[src/hdl/pcs_pkg.sv]
// Shared types, constants and helper functions of the paletted cell store.
// Used by the controller, the datapath and the top level; depends on nothing.
`default_nettype none
package pcs_pkg;

    localparam int ID_W       = 16;
    localparam int CELL_W     = 12;
    localparam int WORD_W     = 64;
    localparam int WADDR_W    = 10;
    localparam int WORDS      = 1024;
    localparam int BITS_W     = 5;
    localparam int SHIFT_W    = 6;
    localparam int PAL_DEPTH  = 65536;

    localparam logic [BITS_W-1:0]  START_BITS    = 5'd4;
    localparam logic [BITS_W-1:0]  MID_BITS      = 5'd8;
    localparam logic [BITS_W-1:0]  MAX_BITS      = 5'd16;
    localparam logic [ID_W-1:0]    PALETTE_LIMIT = 16'hFFFF;
    localparam logic [ID_W-1:0]    CAP_START     = 16'd16;
    localparam logic [ID_W-1:0]    CAP_MID       = 16'd256;
    localparam logic [ID_W-1:0]    CLEAR_LAST    = 16'd255;
    localparam logic [ID_W-1:0]    TOP_START     = 16'd255;
    localparam logic [ID_W-1:0]    TOP_MID       = 16'd511;

    localparam logic OP_READ  = 1'b0;
    localparam logic OP_WRITE = 1'b1;

    typedef enum logic [3:0] {
        S_IDLE,
        S_DISPATCH,
        S_RD_SLOT,
        S_RD_PAL,
        S_CLEAR,
        S_SRCH_ISSUE,
        S_SRCH_CMP,
        S_GROW_CHECK,
        S_RP_READ,
        S_RP_LO,
        S_RP_HI,
        S_APPEND,
        S_WR_READ,
        S_WR_MOD,
        S_FINISH
    } state_t;

    typedef struct packed {
        logic latch_in;
        logic make_explicit;
        logic clear_wr;
        logic word_rd;
        logic word_wr_cell;
        logic rp_read;
        logic rp_lo;
        logic rp_hi;
        logic widen;
        logic idx_clr;
        logic idx_inc;
        logic idx_dec;
        logic idx_load_top;
        logic pal_rd_idx;
        logic pal_rd_slot;
        logic pal_append;
        logic slot_from_idx;
        logic set_rd;
        logic set_ovf;
        logic out_load;
    } cmd_t;

    typedef struct packed {
        logic op;
        logic uniform;
        logic id_eq_uniform;
        logic idx_eq_size;
        logic idx_zero;
        logic idx_clear_last;
        logic pal_match;
        logic needs_grow;
        logic ovf_cond;
        logic out_free;
    } status_t;

    // Spreads one half of a packed word into a word at twice the slot width.
    function automatic logic [WORD_W-1:0] expand_half(input logic [WORD_W/2-1:0] h,
                                                      input logic from_mid);
        logic [WORD_W-1:0] r;
        r = '0;
        if (!from_mid)
        begin
            for (int i = 0; i < 8; i++)
            begin
                r[i*8 +: 8] = {4'b0, h[i*4 +: 4]};
            end
        end
        else
        begin
            for (int i = 0; i < 4; i++)
            begin
                r[i*16 +: 16] = {8'b0, h[i*8 +: 8]};
            end
        end
        return r;
    endfunction

endpackage
`default_nettype wire

[src/hdl/pcs_ctrl.sv]
// Sequencing state machine of the paletted cell store.
// Depends on pcs_pkg; drives the datapath through command and status structs.
`default_nettype none
module pcs_ctrl (
    input  wire logic            clk,
    input  wire logic            rst_n,
    input  wire logic            in_valid,
    output logic                 in_ready,
    input  wire pcs_pkg::status_t st,
    output pcs_pkg::cmd_t        cmd
);
    import pcs_pkg::*;

    state_t state_reg;
    state_t state_next;

    always_ff @(posedge clk or negedge rst_n)
    begin
        if (!rst_n)
        begin
            state_reg <= S_IDLE;
        end
        else
        begin
            state_reg <= state_next;
        end
    end

    always_comb
    begin
        state_next = state_reg;
        cmd        = '0;
        in_ready   = 1'b0;
        case (state_reg)
            S_IDLE:
            begin
                in_ready = 1'b1;
                if (in_valid)
                begin
                    cmd.latch_in = 1'b1;
                    state_next   = S_DISPATCH;
                end
            end
            S_DISPATCH:
            begin
                if (st.op == OP_READ)
                begin
                    if (st.uniform)
                    begin
                        state_next = S_FINISH;
                    end
                    else
                    begin
                        cmd.word_rd = 1'b1;
                        state_next  = S_RD_SLOT;
                    end
                end
                else if (st.uniform && st.id_eq_uniform)
                begin
                    state_next = S_FINISH;
                end
                else if (st.uniform)
                begin
                    cmd.make_explicit = 1'b1;
                    cmd.idx_clr       = 1'b1;
                    state_next        = S_CLEAR;
                end
                else
                begin
                    cmd.idx_clr = 1'b1;
                    state_next  = S_SRCH_ISSUE;
                end
            end
            S_RD_SLOT:
            begin
                cmd.pal_rd_slot = 1'b1;
                state_next      = S_RD_PAL;
            end
            S_RD_PAL:
            begin
                cmd.set_rd = 1'b1;
                state_next = S_FINISH;
            end
            S_CLEAR:
            begin
                cmd.clear_wr = 1'b1;
                if (st.idx_clear_last)
                begin
                    cmd.idx_clr = 1'b1;
                    state_next  = S_SRCH_ISSUE;
                end
                else
                begin
                    cmd.idx_inc = 1'b1;
                end
            end
            S_SRCH_ISSUE:
            begin
                if (st.idx_eq_size)
                begin
                    state_next = S_GROW_CHECK;
                end
                else
                begin
                    cmd.pal_rd_idx = 1'b1;
                    state_next     = S_SRCH_CMP;
                end
            end
            S_SRCH_CMP:
            begin
                if (st.pal_match)
                begin
                    cmd.slot_from_idx = 1'b1;
                    state_next        = S_WR_READ;
                end
                else
                begin
                    cmd.idx_inc = 1'b1;
                    state_next  = S_SRCH_ISSUE;
                end
            end
            S_GROW_CHECK:
            begin
                if (st.needs_grow)
                begin
                    cmd.idx_load_top = 1'b1;
                    state_next       = S_RP_READ;
                end
                else
                begin
                    state_next = S_APPEND;
                end
            end
            S_RP_READ:
            begin
                cmd.rp_read = 1'b1;
                state_next  = S_RP_LO;
            end
            S_RP_LO:
            begin
                cmd.rp_lo  = 1'b1;
                state_next = S_RP_HI;
            end
            S_RP_HI:
            begin
                cmd.rp_hi = 1'b1;
                if (st.idx_zero)
                begin
                    cmd.widen  = 1'b1;
                    state_next = S_APPEND;
                end
                else
                begin
                    cmd.idx_dec = 1'b1;
                    state_next  = S_RP_READ;
                end
            end
            S_APPEND:
            begin
                if (st.ovf_cond)
                begin
                    cmd.set_ovf = 1'b1;
                    state_next  = S_FINISH;
                end
                else
                begin
                    cmd.pal_append = 1'b1;
                    state_next     = S_WR_READ;
                end
            end
            S_WR_READ:
            begin
                cmd.word_rd = 1'b1;
                state_next  = S_WR_MOD;
            end
            S_WR_MOD:
            begin
                cmd.word_wr_cell = 1'b1;
                state_next       = S_FINISH;
            end
            S_FINISH:
            begin
                if (st.out_free)
                begin
                    cmd.out_load = 1'b1;
                    state_next   = S_IDLE;
                end
            end
            default:
            begin
                state_next = S_IDLE;
            end
        endcase
    end

endmodule
`default_nettype wire

[config.mk]
export PLATFORM = sky130hd
export DESIGN_NAME = pcs_ctrl
export DESIGN_NICKNAME = d
export VERILOG_FILES = /design/src/hdl/pcs_pkg.sv /design/src/hdl/pcs_ctrl.sv
export SDC_FILE = /design/constraint.sdc
export NUM_CORES = 1
export LEC_CHECK = 0
export ABC_CLOCK_PERIOD_IN_PS = 3050
export BUFFER_PORTS_ARGS = -buffer_cell sky130_fd_sc_hd__buf_2
export CORE_AREA = 2 2 39 41
export DETAILED_ROUTE_END_ITERATION = 6
export DIE_AREA = 0 0 41 43
export PLACE_DENSITY = 0.85
export REMOVE_ABC_BUFFERS = 1
export SYNTH_ARGS = -nofsm -noshare
export SYNTH_HDL_FRONTEND = slang
export SYNTH_SLANG_ARGS = --single-unit
[constraint.sdc]
create_clock -name clk -period 3.05 [get_ports clk]
set_clock_uncertainty 0.2 [all_clocks]
set_input_delay 0.305 -clock clk [delete_from_list [all_inputs] [get_ports clk]]
set_output_delay 0.305 -clock clk [all_outputs]
set_load 0.02 [all_outputs]
# After elaboration in Yosys (flattened, before gate mapping)
# Index checks and enable logic that the tools add are counted.
[totals] reg_bits=4 out_inout_bits=21
[op_classes] eq_ne=17 n_mux=52 n_reduce_logical=4
[op_table] operator="$pmux 4 s14" count=1
[op_table] operator="$mux 1" count=37
[op_table] operator="$eq 4x4->1 const B" count=7
[op_table] operator="$mux 4" count=7
[op_table] operator="$eq 4x3->1 const B" count=4
[op_table] operator="$eq 4x2->1 const B" count=2
[op_table] operator="$mux 2" count=4
[op_table] operator="$ne 2x2->1 const B" count=3
[op_table] operator="$pmux 1 s2" count=3
[op_table] operator="$eq 4x1->1 const B" count=1
[op_table] operator="$logic_not 4->1" count=1
[op_table] operator="$reduce_and 3->1" count=1
[op_table] operator="$reduce_or 2->1" count=1
[op_table] operator="$logic_and 1x1->1" count=1

# Logic depth before layout (Yosys ltp)
[logic_depth] ltp_word=4 depth_mapped=5 mapped_depth_nobuf=4

# Worst setup path before layout
# Ideal clock, no wire load.
[synth_path] kind="flip-flop to output port" from="reg state_reg[2]" to="out cmd[18] (netlist bit)" arrival_ns=1.395 slack_ns=1.150 stages_incl_launch_ff=3 n_path_buf=0 cell_sequence="dfrtp_1 or2_4 nor4_1"
[synth_rtl] element="from (decl)" line="pcs_ctrl.sv:14" source="state_t state_reg;"
[synth_rtl] element="from (signal assigned)" line="pcs_ctrl.sv:25" source="state_reg <= state_next;"
[synth_rtl] element="to (decl)" line="pcs_ctrl.sv:10" source="output pcs_pkg::cmd_t cmd"

==> results.sh <==
export IMPL_status="complete, no violations"
export IMPL_cts_root_buffer="clkbuf_4"
export IMPL_path_cells="nand2b_1 > nor2_4 > a32o_1 > buf_2"
export IMPL_fin_hold_ws_ns=0.188
export IMPL_power_w=0.000742
export IMPL_syn_avg_cell_area_um2=6.61
export IMPL_start_util_pct=42.0
export IMPL_cp_required_ns=2.54
export IMPL_drt_total_wl_mm=1.65
export IMPL_ir_drop_mv=0.404
export IMPL_syn_inst=88
export IMPL_setup_viol=0
export IMPL_fp_coreArea_um2=1380
export IMPL_grt_usage_pct=22.0
export IMPL_clock_latency_ns=0.24
export IMPL_pre_cts_slack_ns=0.989
export IMPL_grt_pass1_wl_mm=2.72
export IMPL_drv_slew=0
export IMPL_die_h_um=43
export IMPL_layout_setup_ws_ns=0.717
export IMPL_synth_async_reset_ratio_pct=100
export IMPL_crit_path_start="state_reg[1]"
export IMPL_place_hpwl_mm=1.26
export IMPL_grt_pass1_vias=718
export IMPL_io_pins=34
export IMPL_synth_edf_count=0
export IMPL_fin_util_pct=54.9
export IMPL_max_stage_delay_ns=0.79
export IMPL_yosys_area_top_type="dfrtp_1"
export IMPL_synth_top_cells_by_area="dfrtp_1 (17%), nor2_1 (9.0%), nor3_1 (6.9%), nand2_1 (5.2%), buf_2 (4.3%)"
export IMPL_p_leak_nw=0.403
export IMPL_clockBufferDepth=2
export IMPL_p_per_area_nw_per_um2=977
export IMPL_row_count=14
export IMPL_ys_ff_latch=4
export IMPL_tightest_slew_ns=0.705
export IMPL_drt_antenna_violating_nets=0
export IMPL_end_kind="output port"
export IMPL_layout_drive_gt1_share_pct=35.6
export IMPL_yosys_most_used_dff="dfrtp_1"
export IMPL_max_freq_mhz=429
export IMPL_cts_tree="done"
export IMPL_hold_path_class="in2reg"
export IMPL_hold_start="st[8]"
export IMPL_gp_congestion=0.914
export IMPL_maxCapViolations=0
export IMPL_cp_start_kind="flip-flop"
export IMPL_grt_antenna_before_repair=0
export IMPL_grt_max_degree=22
export IMPL_largest_register_ffs=4
export IMPL_syn_area_um2=582
export IMPL_ys_warn_count=0
export IMPL_fin_crit_ns=2.33
export IMPL_finalHoldViolCount=0
export IMPL_overflow=0
export IMPL_cp_max_fo=21
export IMPL_path_clk_slew_ns=0.04
export IMPL_vias=743
export IMPL_portBuffers=33
export IMPL_slew_headroom_pct=53.0
export IMPL_finalCritPeriodShare_pct=76.5
export IMPL_via_per_inst=5.54
export IMPL_chipWidth_um=41
export IMPL_post_cts_resized=0
export IMPL_cts_sinks=4
export IMPL_yosysMostFrequentCell="nor2_1"
export IMPL_drc=0
export IMPL_dieArea_um2=1760
export IMPL_synth_commonest_cells="nor2_1 (14), nand2_1 (8), nor3_1 (8)"
export IMPL_post_drt_wl_per_cell_um=12.3
export IMPL_firstDrtPassIters=4
export IMPL_synth_top_area_share_pct=17.2
export IMPL_first_iter_violations=15
export IMPL_syn_to_final_growth_pct=30.5
export IMPL_final_setup_tns_ns=0
export IMPL_cts_buffers=3
export IMPL_timing_rr_start="state_reg[1]"
export IMPL_ys_seq_area_share_pct=17.2
export IMPL_synth_distinct_cells=31
export IMPL_cpMaxStageDelayCell="dfrtp_1"
export IMPL_worstPathArrival_ns=1.83
export IMPL_htreeDepth=1
export IMPL_finalNetCount=133
export IMPL_path_class="reg2out"
export IMPL_rsz0062_at_grt="no"
export IMPL_n_antenna_cell=0
==> through the flow <==
stage | cell area, um^2 | std cells
after global routing | 759 | 134
final | 759 | 134
after CTS | 759 | 134
after detailed placement | 727 | 130
after floorplan | 542 | 81
after global placement | 727 | 130
==> power by group <==
part | internal (W) | leakage (nW) | total (W) | switching (W)
sequential | 0.0000810 | 0.0480 | 0.000206 | 0.000125
clock | 0.0000440 | 0.0138 | 0.0000658 | 0.0000218
combinational | 0.000192 | 0.341 | 0.000470 | 0.000278
total | 0.000317 | 0.403 | 0.000742 | 0.000425
==> path summary, 6_finish.rpt <==
| path | slack, ns | end | depth (start not counted) |
|---|---|---|---|
| worst max-delay path | 0.72 | cmd[10] | 4 |
| worst max register to register | 1.16 | state_reg[0] | 4 |
| min in group asynchronous | 0.20 | state_reg[0] | 2 |
| worst min-delay path | 0.19 | state_reg[3] | 3 |
| max in group asynchronous | 2.33 | state_reg[2] | 2 |
| worst min register to register | 0.57 | state_reg[3] | 2 |
==> per-layer routing <==
| metal | track usage [%] | wire, um | vias up |
|---|---|---|---|
| met3 | 1.57 | 61 | 2 |
| met2 | 38.4 | 874 | 21 |
| met4 | 12.0 | 13 | 0 |
| met1 | 24.3 | 699 | 345 |
| li1 | - | - | 375 |
| met5 | 0 | 0 | - |
==> layout make-up <==
| class | count | area [um^2] |
|---|---|---|
| Timing Repair Buffer | 34 | 175 |
| Tap cell | 16 | 20.0 |
| Inverter | 5 | 18.8 |
| Sequential cell | 4 | 100 |
| Fill cell | 141 | 624 |
| Multi-Input combinational cell | 72 | 423 |
| Clock buffer | 3 | 22.5 |
==> cells in the final DEF (no fill, tap or decap), types with 2 or more instances in the layout <==
| master | n |
|---|---|
| buf_2 | 33 |
| nor2_1 | 14 |
| nand2_1 | 8 |
| nor3_1 | 8 |
| inv_1 | 5 |
| nand3_1 | 5 |
| nand2b_1 | 4 |
| dfrtp_1 | 4 |
| a21oi_1 | 3 |
| clkbuf_4 | 3 |
| nor3_2 | 2 |
| nor2b_1 | 2 |
| and3_1 | 2 |
| a21o_1 | 2 |
| a31oi_1 | 2 |
| o21ai_0 | 2 |
| nand4_1 | 2 |
| nor3b_1 | 2 |
| o21ai_1 | 2 |
==> worst max-delay path: cells and delay by family (launching register included) <==
kind,cells,cell delay [ns]
buffers and inverters,1,0.15
AO/OA/AOI/OAI,1,0.24
flip-flops,1,0.79
AND/OR/NAND/NOR,2,0.40
==> cell families (layout without fill, tap and decap cells) <==
| kind of cell | count (synthesis) | in the layout | synth area share [%] |
|---|---|---|---|
| simple gates | 54 | 54 | 50.3 |
| flops | 4 | 4 | 17.2 |
| buf+inv | 12 | 42 | 10.1 |
| compound gates | 17 | 17 | 20.6 |
| mux | 1 | 1 | 1.72 |
==> what timing repair did <==
| action | in CTS | in global routing |
|---|---|---|
| buffers inserted | 0 | 0 |
| setup endpoints to repair | 0 | 0 |
| hold endpoints to repair | 4 | 0 |
| hold buffers | 1 | 0 |
(Power assumes the default switching activity.)
